File: config.mk
export PLATFORM = sky130hd
export DESIGN_NAME = gfs_queue
export DESIGN_NICKNAME = d
export VERILOG_FILES = /design/src/hw/rtl/gfs_pkg.sv /design/src/hw/rtl/gfs_queue.sv
export SDC_FILE = /design/constraint.sdc
export NUM_CORES = 1
export LEC_CHECK = 0
export BUFFER_PORTS_ARGS = -buffer_cell sky130_fd_sc_hd__buf_2
export CAP_MARGIN = 20
export CORE_MARGIN = 2
export CORE_UTILIZATION = 50
export DETAILED_ROUTE_END_ITERATION = 6
export PLACE_DENSITY = 0.86
export SLEW_MARGIN = 10
export SYNTH_ARGS = -nofsm -noshare
export SYNTH_HDL_FRONTEND = slang
export SYNTH_SLANG_ARGS = --single-unit
File: constraint.sdc
create_clock -name clk_i -period 3 [get_ports clk_i]
set_input_delay 0 -clock clk_i [delete_from_list [all_inputs] [get_ports clk_i]]
set_output_delay 0 -clock clk_i [all_outputs]
set_load 0.01 [all_outputs]
File: src/hw/rtl/gfs_pkg.sv
package gfs_pkg;

  localparam int unsigned FRAME_WIDTH_DEF  = 128;
  localparam int unsigned FRAME_HEIGHT_DEF = 128;
  localparam int unsigned QUEUE_DEPTH      = 2;

  // request codes on req_type
  localparam logic [1:0] REQ_WRITE = 2'd0;
  localparam logic [1:0] REQ_SPAN  = 2'd1;
  localparam logic [1:0] REQ_CLEAR = 2'd2;

  typedef enum logic [1:0] {
    OP_WRITE,
    OP_SPAN,
    OP_CLEAR
  } op_e;

  // queued command; x/y already known to be in range for writes,
  // last already clipped for spans
  typedef struct packed {
    op_e        op;
    logic [7:0] x;
    logic [7:0] y;
    logic [1:0] level;
    logic [6:0] row;
    logic [5:0] first;
    logic [5:0] last;
  } cmd_t;

  typedef logic [3:0][3:0] grey_map_t;

  localparam grey_map_t GREY_RESET = {4'd15, 4'd8, 4'd1, 4'd0};

  typedef enum logic [1:0] {
    ST_IDLE,
    ST_MERGE,
    ST_SPAN,
    ST_CLEAR
  } back_state_e;

  typedef struct packed {
    logic init_clear;
  } back_status_t;

endpackage

File: src/hw/rtl/gfs_queue.sv
module gfs_queue import gfs_pkg::*; #(
  parameter int unsigned DEPTH = QUEUE_DEPTH
) (
  input  logic clk_i,
  input  logic rst_ni,
  input  logic push_i,
  input  cmd_t cmd_i,
  input  logic pop_i,
  output cmd_t head_o,
  output logic empty_o,
  output logic full_o
);

  localparam int unsigned PTR_W = (DEPTH > 1) ? $clog2(DEPTH) : 1;
  localparam int unsigned CNT_W = $clog2(DEPTH + 1);

  cmd_t             entry_q [DEPTH];
  logic [PTR_W-1:0] wr_ptr_q, wr_ptr_d;
  logic [PTR_W-1:0] rd_ptr_q, rd_ptr_d;
  logic [CNT_W-1:0] count_q, count_d;

  assign empty_o = (count_q == '0);
  assign full_o  = (count_q == CNT_W'(DEPTH));
  assign head_o  = entry_q[rd_ptr_q];

  always_comb begin
    wr_ptr_d = wr_ptr_q;
    rd_ptr_d = rd_ptr_q;
    count_d  = count_q;
    if (push_i) begin
      wr_ptr_d = (wr_ptr_q == PTR_W'(DEPTH - 1)) ? '0 : wr_ptr_q + 1'b1;
    end
    if (pop_i) begin
      rd_ptr_d = (rd_ptr_q == PTR_W'(DEPTH - 1)) ? '0 : rd_ptr_q + 1'b1;
    end
    if (push_i && !pop_i) begin
      count_d = count_q + 1'b1;
    end else if (pop_i && !push_i) begin
      count_d = count_q - 1'b1;
    end
  end

  always_ff @(posedge clk_i or negedge rst_ni) begin
    if (!rst_ni) begin
      wr_ptr_q <= '0;
      rd_ptr_q <= '0;
      count_q  <= '0;
    end else begin
      wr_ptr_q <= wr_ptr_d;
      rd_ptr_q <= rd_ptr_d;
      count_q  <= count_d;
    end
  end

  always_ff @(posedge clk_i) begin
    if (push_i) begin
      entry_q[wr_ptr_q] <= cmd_i;
    end
  end

endmodule

==> summary.md <==
| Metric | Value |
|---|---|
| CTS tree | `done` |
| Final wirelength | `5.506 mm` |
| PortBufs | `83` |
| Global Route Usage Sum | `17.38%` |
| Arr. time, crit path | `1.89 ns` |
| Number of DRC markers in iteration 0 | `96` |
| Pin count of the biggest net entering global routing | `41` |
| Post-synth cell types | `11` |
| Drt wl/cell | `15.69 µm` |
| CP endpoint kind | `output port` |
| Clock latency on the worst-skew pair | `0.33 ns` |
| Drt pass-1 iters | `4` |
| Die Span X | `81.63 µm` |
| Critical Path, Cell by Cell | `mux2_2 > buf_2` |
| Antenna violations before repair | `0` |
| Rel. slew slack | `36.74%` |
| Die Span Y | `81.63 µm` |
| Clock skew | `0.008190 ns` |
| Final setup violation count | `0` |
| Cell count after placement | `292` |
| Sequential area share after synthesis | `81.06%` |
| Hpwl dp | `3.165 mm` |
| TritonCTS buffer count | `9` |
| Final Total Pwr | `3.353 mW` |
| Worst vdd ir | `0.4716 mV` |
| Cell Count, Final, Fillers Out | `351` |
| Final Cell Area | `0.004110 mm²` |
| Worst slew pin tran | `0.9489 ns` |
| Req. time, crit path | `3.00 ns` |
| Max Cap Violations | `0` |
| Setup TNS | `0 ns` |
| Min cycle time layout | `1.886 ns` |
| Unrepaired setup endpoints after global routing | `false` |
| Hold WS | `0.3853 ns` |
| Period Utilization, post-route | `62.88%` |
| Hold Path Class | `in -> reg` |
| Cell area power density | `815.8 mW/mm²` |
| # diodes | `0` |
| Reg clk slew, reported paths | `0.08 ns` |
| Die ar. | `0.006663 mm²` |
| Max frequency | `530.1 MHz` |
| Vias | `1698` |
| Leak | `1.581 nW` |
| Clock buffer depth | `2` |
| Yosys warns | `0` |
| Hold Vio Cnt, Final | `0` |
| Post-layout util | `69.83%` |
| Kind of critical path | `reg -> out` |
| Vias in the first global route | `1752` |
| Initial Util | `51.19%` |
| Slew Limit Fails | `0` |
| CP max FO | `40` |
| CP max stage cell | `dfrtp_2` |
| Total gr overflow | `0` |
| IO Count | `84` |
| Htree depth | `3` |
| Worst path max stage delay | `0.96 ns` |
| Drt drc | `0` |
| Synth Net Count | `181` |
| Placed instance area | `0.003495 mm²` |
| Mapped Cells | `137` |
| Share of post-route cells with drive strength above 1 | `50.36%` |
| First-pass GRT wire length | `8.100 mm` |
| Rows | `28` |
| Setup WS post-layout | `1.114 ns` |
| Status | `completed` |
| Final #Nets | `315` |
| Vias/cell | `4.838` |
| Pre-CTS setup slack | `1.266 ns` |
| Register bit total from synthesis | `82` |
| Final ANT Viol Nets | `0` |
| Kind of start point of the critical path | `flop` |
| RePlAce Congestion | `0.6759` |
| Clock Sinks | `82` |
| CTS root buf | `clkbuf_8` |
| Core footprint | `0.005886 mm²` |
| Synth Cell Area | `0.003013 mm²` |
| Synthesized area per cell | `21.99 µm²` |
| Post-CTS Setup Bufs | `0` |
| Area Growth Syn to Fin | `36.42%` |
==> where the power goes <==
part / total, mW / leakage [nW] / internal, mW / switching (mW)
sequential: 1.70 / 0.778 / 1.52 / 0.172
combinational: 0.911 / 0.716 / 0.483 / 0.428
clock: 0.745 / 0.0874 / 0.378 / 0.367
==> path summary, 6_finish.rpt <==
path / startpoint / endpoint / slack (ns) / depth (start not counted)
hold reg to reg: count_q[1] / count_q[1] / 0.52 / 1
setup / recovery: rd_ptr_q / head_o[23] / 1.11 / 2
min in group asynchronous: rst_ni / count_q[0] / 0.56 / 3
setup reg to reg: wr_ptr_q / entry_q[0][15] / 1.31 / 2
hold / removal: cmd_i[30] / entry_q[1][30] / 0.39 / 2
max in group asynchronous: rst_ni / rd_ptr_q / 2.25 / 3
==> worst max-delay path, delay by kind of cell (launching register included) <==
family	cells	cell delay, ns
buffers and inverters	1	0.14
flip-flops	1	0.96
multiplexers	1	0.43
==> layout by cell type, fill, tap and decap left out <==
cell type and count:
buf_2 83, nor2b_1 1, dfrtp_2 1, clkinv_2 1
and2_2 1, clkinv_1 2, inv_1 1, nor2_1 2
xor2_1 4, xnor2_1 1, bufinv_16 1, edfxtp_1 78
clkbuf_8 9, ha_1 1, clkbuf_1 1, dlygate4sd3_1 43
clkinvlp_4 2, mux2_2 39, buf_4 1, dfrtp_1 3
nor2b_4 1
==> sequential cells by signal (all words and copies together) (netlist names) <==
signal,count
count_q,2
wr_ptr_q,1
rd_ptr_q,1
entry_q,78
==> final cells by class <==
class | instances | area (µm²)
sequential | 82 | 2444
multi-input combinational | 50 | 530.5
tap | 75 | 93.84
inverter | 1 | 3.754
clock buffer | 10 | 127.6
timing repair buffer | 127 | 853.3
fill | 379 | 1775
clock inverter | 6 | 57.56
==> per-layer routing <==
metal | part of all wire [%] | GRT usage (%) | routed length (µm) | vias to the layer above
met2 | 57 | 31.23 | 3143 | 57
met3 | 5.2 | 4.505 | 288 | 4
li1 | - | - | - | 799
met1 | 37 | 18.87 | 2024 | 838
met4 | 0.89 | 9.000 | 49 | 0
met5 | 0 | 0 | 0 | -
==> logic make-up after synthesis <==
kind of cell	Yosys count	share of synthesized area (%)
simple gates	5	0.8723
fa+ha+maj	1	0.4152
mux	39	14.58
buf+inv	5	1.619
xor+xnor	5	1.453
flops	82	81.06
==> synth_stat cells <==
cell       n  share of area (%)
edfxtp_1  78                 78
ha_1       1               0.42
dfrtp_1    4                3.3
mux2_2    39                 15
nor2_1     2               0.25
xor2_1     4                1.2
inv_1      1               0.12
buf_6      4                1.5
xnor2_1    1               0.29
nor2b_1    2               0.42
and2_1     1               0.21
==> what timing repair did <==
item	4_1_cts	5_1_grt
endpoints found under the setup margin	0	0
hold buffers	43	0
gates resized for setup	0	0
hold endpoints to repair	84	0
(Power assumes the default switching activity.)
