## src/hw/rtl/gfs_pkg.sv

```systemverilog
package gfs_pkg;

  localparam int unsigned FRAME_WIDTH_DEF  = 128;
  localparam int unsigned FRAME_HEIGHT_DEF = 128;
  localparam int unsigned QUEUE_DEPTH      = 2;

  // request codes on req_type
  localparam logic [1:0] REQ_WRITE = 2'd0;
  localparam logic [1:0] REQ_SPAN  = 2'd1;
  localparam logic [1:0] REQ_CLEAR = 2'd2;

  typedef enum logic [1:0] {
    OP_WRITE,
    OP_SPAN,
    OP_CLEAR
  } op_e;

  // queued command; x/y already known to be in range for writes,
  // last already clipped for spans
  typedef struct packed {
    op_e        op;
    logic [7:0] x;
    logic [7:0] y;
    logic [1:0] level;
    logic [6:0] row;
    logic [5:0] first;
    logic [5:0] last;
  } cmd_t;

  typedef logic [3:0][3:0] grey_map_t;

  localparam grey_map_t GREY_RESET = {4'd15, 4'd8, 4'd1, 4'd0};

  typedef enum logic [1:0] {
    ST_IDLE,
    ST_MERGE,
    ST_SPAN,
    ST_CLEAR
  } back_state_e;

  typedef struct packed {
    logic init_clear;
  } back_status_t;

endpackage

```

## src/hw/rtl/gfs_front.sv

```systemverilog
module gfs_front import gfs_pkg::*; #(
  parameter int unsigned FRAME_WIDTH  = FRAME_WIDTH_DEF,
  parameter int unsigned FRAME_HEIGHT = FRAME_HEIGHT_DEF
) (
  input  logic         start,
  output logic         busy,
  input  logic [1:0]   req_type_i,
  input  logic [8:0]   pixel_x_i,
  input  logic [8:0]   pixel_y_i,
  input  logic [7:0]   pixel_level_i,
  input  logic [6:0]   span_row_i,
  input  logic [5:0]   first_column_i,
  input  logic [5:0]   last_column_i,
  input  logic         queue_full_i,
  input  back_status_t back_status_i,
  output logic         push_o,
  output cmd_t         cmd_o
);

  localparam int unsigned SPAN_COLUMNS = (FRAME_WIDTH + 1) / 2;

  logic [5:0] last_clip;
  logic       keep;

  assign last_clip = ({2'b00, last_column_i} > 8'(SPAN_COLUMNS - 1)) ?
                     6'(SPAN_COLUMNS - 1) : last_column_i;

  always_comb begin
    cmd_o.op    = OP_CLEAR;
    cmd_o.x     = pixel_x_i[7:0];
    cmd_o.y     = pixel_y_i[7:0];
    cmd_o.level = pixel_level_i[1:0];
    cmd_o.row   = span_row_i;
    cmd_o.first = first_column_i;
    cmd_o.last  = last_clip;
    keep        = 1'b0;
    unique case (req_type_i)
      REQ_WRITE: begin
        cmd_o.op = OP_WRITE;
        keep     = !pixel_x_i[8] && !pixel_y_i[8] && !pixel_level_i[7] &&
                   ({1'b0, pixel_x_i[7:0]} < 9'(FRAME_WIDTH)) &&
                   ({1'b0, pixel_y_i[7:0]} < 9'(FRAME_HEIGHT));
      end
      REQ_SPAN: begin
        cmd_o.op = OP_SPAN;
        keep     = ({2'b00, span_row_i} < 9'(FRAME_HEIGHT)) &&
                   (first_column_i <= last_clip);
      end
      REQ_CLEAR: begin
        cmd_o.op = OP_CLEAR;
        keep     = 1'b1;
      end
      default: begin
        keep = 1'b0;
      end
    endcase
  end

  assign busy   = queue_full_i | back_status_i.init_clear;
  assign push_o = start & ~busy & keep;

endmodule

```

## config.mk

```make
export PLATFORM = sky130hd
export DESIGN_NAME = gfs_front
export DESIGN_NICKNAME = d
export VERILOG_FILES = /design/src/hw/rtl/gfs_pkg.sv /design/src/hw/rtl/gfs_front.sv
export SDC_FILE = /design/constraint.sdc
export NUM_CORES = 1
export LEC_CHECK = 0
export BUFFER_PORTS_ARGS = -buffer_cell sky130_fd_sc_hd__buf_4
export CAP_MARGIN = 20
export CORE_ASPECT_RATIO = 1.2
export CORE_MARGIN = 1.5
export CORE_UTILIZATION = 29
export DETAILED_ROUTE_END_ITERATION = 6
export PLACE_DENSITY = 0.94
export SLEW_MARGIN = 20
export SYNTH_ARGS = -nofsm -noshare
export SYNTH_HDL_FRONTEND = slang
export SYNTH_SLANG_ARGS = --single-unit
```

## constraint.sdc

```tcl
create_clock -name vclk -period 3.5
set_input_delay 0.35 -clock vclk [all_inputs]
set_output_delay 0.35 -clock vclk [all_outputs]
set_load 0.01 [all_outputs]
```

==> impl_metrics.tcl, run 1 <==
set metrics [dict create \
    relSlewSlack_pct 91.6 \
    leakage_nw 0.311 \
    power_density_mw_per_mm2 118 \
    post-synth-top-count-cell "buf_4" \
    drtAntennaViolNets 0 \
    tightest_slew_ns 0.126 \
    rsz0062_at_grt "no" \
    drive_gt1_share_pct 59.4 \
    placed_area_um2 522 \
    first_pass_iters 2 \
    grt_first_pass_wirelength_um 1190 \
    track_usage_pct 8.43 \
    setup_tns_ns 0 \
    design_area_um2 522 \
    seq_area_um2 0 \
    critical_path_class "in2out" \
    antenna_found_initial 0 \
    seq_cells 0 \
    multi_input_area_um2 170 \
    die_h_um 47.6 \
    yosysTopAreaCell "buf_4" \
    nNetsFinal 127 \
    grt_pass1_vias 357 \
    vias 379 \
    cap_violations 0 \
    wl_um 968 \
    cts_hold_buffers 0 \
    ir_drop_mv 0.0450 \
    ys_seq_area_share_pct 0 \
    fmax_mhz 498 \
    preCtsSetupSlack_ns 1.50 \
    nFillCells 168 \
    hpwlAfterDp_um 888 \
    synth.top_cell.area_share_pct 57.7 \
    clkbuf_count 0 \
    via_per_inst 4.41 \
    crit_required_ns 3.15 \
    startpoint "first_column_i[4]" \
    timing.hold.ws_ns 0.700 \
    num_rows 15 \
    finalWorstSetupSlack_ns 1.49 \
    syn_area_um2 482 \
    die_w_um 40.2 \
    slew_viol_final 0 \
    synth.area.top_cells "buf_4 58%, ha_1 16%, inv_1 6.2%, nor2_4 2.3%, a221o_1 2.1%" \
    place.gp.congestion 0.619 \
    hold_viol_final 0 \
    antenna_cells_inserted 0 \
    start_kind "input pin" \
    synth.net_count 123 \
    syn_to_final_growth_pct 8.31 \
    arrival_ns 1.66 \
    crit_fanout 3 \
    fp.coreArea_mm2 0.00150 \
    dieArea_mm2 0.00192 \
    grt_max_degree 5 \
    min_period_ns 2.01 \
    drt_iter0_drc 3 \
    syn_inst 67 \
    post-place-cells 86 \
    final-setup-viol-count 0 \
    cp-end-kind "output pin" \
    yosysWarnings 0 \
    instances_no_fill 86 \
    drcViolationCount 0 \
    endpoint "push_o" \
    initial_core_util_pct 32.1 \
    grt_overflow 0 \
    finalCritPeriodShare_pct 57.4 \
    port_buffers 40 \
    synth_cell_type_count 17 \
    io_pins 91 \
    hold_path.class "in2out" \
    post-cts-setup-buffer-count 0 \
    status "finished clean" \
    ctsResizeCount 0 \
    avgSynthCellArea_um2 7.19 \
    synthTopCellsByCount "37 x buf_4, 8 x inv_1, 6 x ha_1" \
    wl_per_cell_um 11.3 \
]
==> how the worst min path moves through the flow <==
stage / from / end / cells past startpoint
floorplan: req_type_i[1] / cmd_o[37] / 1
global placement: span_row_i[2] / cmd_o[14] / 0
detailed placement: span_row_i[2] / cmd_o[14] / 0
CTS: span_row_i[2] / cmd_o[14] / 0
global route: pixel_level_i[1] / cmd_o[20] / 0
finish: span_row_i[1] / cmd_o[13] / 0
==> power breakdown <==
| part | internal (W) | switching [W] |
|---|---|---|
| logic | 0.0000368 | 0.0000246 |
| registers | 0 | 0 |
| clock network | 0 | 0 |
==> metal layers <==
layer | wire [um] | vias to the layer above | GRT usage (%)
li1 | - | 183 | -
met1 | 261 | 153 | 6.94
met2 | 509 | 37 | 18.1
met3 | 175 | 6 | 0.465
met4 | 21 | 0 | 5.33
met5 | 0 | - | 0
==> worst max-delay path, cell delays in order <==
cell and delay [ns]:
buf_4 0.12, ha_1 0.31, a21oi_1 0.15, nand2_1 0.07
a221o_1 0.36, a31oi_1 0.16, buf_4 0.14
==> cell usage in the layout, fill, tap and decap left out, drive strengths merged <==
cell    n
nor2    2
buf    40
or4     1
nand2   2
a21oi   1
a21o    1
ha      6
a31oi   1
nand4   1
and4    1
nand3   2
inv     8
nor2b   1
o21ai   1
a221o   1
==> area by class of cell <==
type	instances	share of cell area (%)
Timing Repair Buffer	40	57.6
Multi-Input combinational cell	21	32.6
Inverter	8	5.76
Tap cell	17	4.08
==> through the flow <==
stage / power [W] / utilization [%]
after floorplan: 0.0000595 / -
after global placement: 0.0000601 / 34.8
after detailed placement: 0.0000619 / 34.8
after CTS: 0.0000622 / 34.8
after global routing: 0.0000683 / 34.8
final: 0.0000614 / 34.8
==> cell families (layout without fill, tap and decap cells) <==
| group | after synthesis | after routing | synth area share [%] |
|---|---|---|---|
| and+or+nand+nor | 10 | 10 | 12.7 |
| adders and majority gates | 6 | 6 | 15.6 |
| buffers and inverters | 46 | 48 | 64.7 |
| AOI/OAI and AO/OA | 5 | 5 | 7.01 |
(Power assumes the default switching activity.)
==> run 2: changes to the inputs <==
- CORE_UTILIZATION: 29 -> 27
- PLACE_DENSITY: 0.94 -> 0.89
- clock period: 3.5 -> 1.9 ns (I/O delays scaled with it)
==> impl_metrics.tcl, run 2 (synthesized netlist as in run 1, its figures left out) <==
set metrics [dict create \
    num_rows 16 \
    start_kind "input pin" \
    track_usage_pct 8.50 \
    slew_viol_final 0 \
    leakage_nw 0.311 \
    wl_per_cell_um 10.3 \
    nNetsFinal 127 \
    seq_area_um2 0 \
    fp.coreArea_mm2 0.00166 \
    arrival_ns 1.52 \
    power_density_mw_per_mm2 217 \
    drtAntennaViolNets 0 \
    syn_to_final_growth_pct 8.57 \
    rsz0062_at_grt "no" \
    hold_path_depth 0 \
    io_pins 91 \
    crit_required_ns 1.71 \
    final-setup-viol-count 0 \
    finalCritPeriodShare_pct 90.1 \
    nFillCells 179 \
    final_cell_mix "40 x buf_4, 8 x inv_1, 6 x ha_1" \
    cp-end-kind "output pin" \
    final_common_cell "buf_4" \
    path_cells "buf_4, ha_1, a21oi_1, nand2_1, a221o_1, a31oi_1, buf_4" \
    slowest_delay_ns 0.36 \
    crit_fanout 3 \
    initial_core_util_pct 29.0 \
    relSlewSlack_pct 91.1 \
    grt_first_pass_wirelength_um 1490 \
    grt_max_degree 5 \
    drive_gt1_share_pct 59.4 \
    ir_drop_mv 0.0588 \
    vias 369 \
    ctsResizeCount 0 \
    place.gp.congestion 0.618 \
    min_period_ns 1.71 \
    power_w 0.000114 \
    hold_viol_final 0 \
    cts_hold_buffers 0 \
    grt_overflow 0 \
    drt_iter0_drc 2 \
    hpwlAfterDp_um 829 \
    timing.hold.ws_ns 0.380 \
    hold_path.class "in2out" \
    die_h_um 49.3 \
    antenna_found_initial 0 \
    finalWorstSetupSlack_ns 0.188 \
    min_to "cmd_o[13]" \
    cap_violations 0 \
    slowest_stage "a221o_1" \
    fmax_mhz 584 \
    port_buffers 40 \
    drcViolationCount 0 \
    dieArea_mm2 0.00205 \
    preCtsSetupSlack_ns 0.199 \
    first_pass_iters 2 \
    wl_um 898 \
    setup_tns_ns 0 \
    via_per_inst 4.24 \
    seq_cells 0 \
    status "finished clean" \
    die_w_um 41.6 \
    grt_pass1_vias 371 \
    antenna_cells_inserted 0 \
    hp-start "span_row_i[1]" \
    post-cts-setup-buffer-count 0 \
    clkbuf_count 0 \
    crit_top_cell "buf_4" \
    tightest_slew_ns 0.134 \
    critical_path_class "in2out" \
]
==> run 2: cell counts in the layout (fill, tap and decap cells not counted) <==
Identical to the previous run, type by type.
==> run 2: worst max-delay path: cells and delay by family <==
family	cells	cell delay, ns
AO/OA/AOI/OAI	3	0.68
adder cells (fa/ha/maj)	1	0.33
buffers and inverters	2	0.26
AND/OR/NAND/NOR	1	0.08
==> run 2: power breakdown <==
part,internal [W],leakage (nW),switching (W)
clock,0,0,0
sequential,0,0,0
combinational,0.0000680,0.311,0.0000457
==> run 2: how the worst max path moves through the flow <==
stage                     depth (start not counted)  slack (ns)  endpoint              start
after floorplan                                   6        0.44    push_o   last_column_i[4]
after global placement                            7        0.21    push_o  first_column_i[4]
after detailed placement                          7        0.20    push_o  first_column_i[4]
after CTS                                         7        0.20    push_o  first_column_i[4]
after global routing                              8        0.10    push_o   last_column_i[4]
final                                             7        0.19    push_o  first_column_i[4]
==> run 2: layer usage <==
metal  vias up  global-route usage [%]  share of wire, %
met5         -                       0                 0
li1        182                       -                 -
met4         0                   0.538              0.56
met3         2                    2.22                15
met2        28                    17.2                53
met1       157                    8.79                31
==> run 2: layout make-up <==
type | count | area, um^2 | area share, %
multi-input cells | 21 | 170 | 32.5
repair buffers | 40 | 300 | 57.4
well taps | 18 | 22.5 | 4.31
inverters | 8 | 30.0 | 5.74
==> run 2: through the flow <==
step	std cells	area, um^2	util [%]
2_1_floorplan	67	482	-
3_3_place_gp	87	523	31.5
3_5_place_dp	87	523	31.5
4_1_cts	87	523	31.5
5_1_grt	87	523	31.5
6_report	87	523	31.5
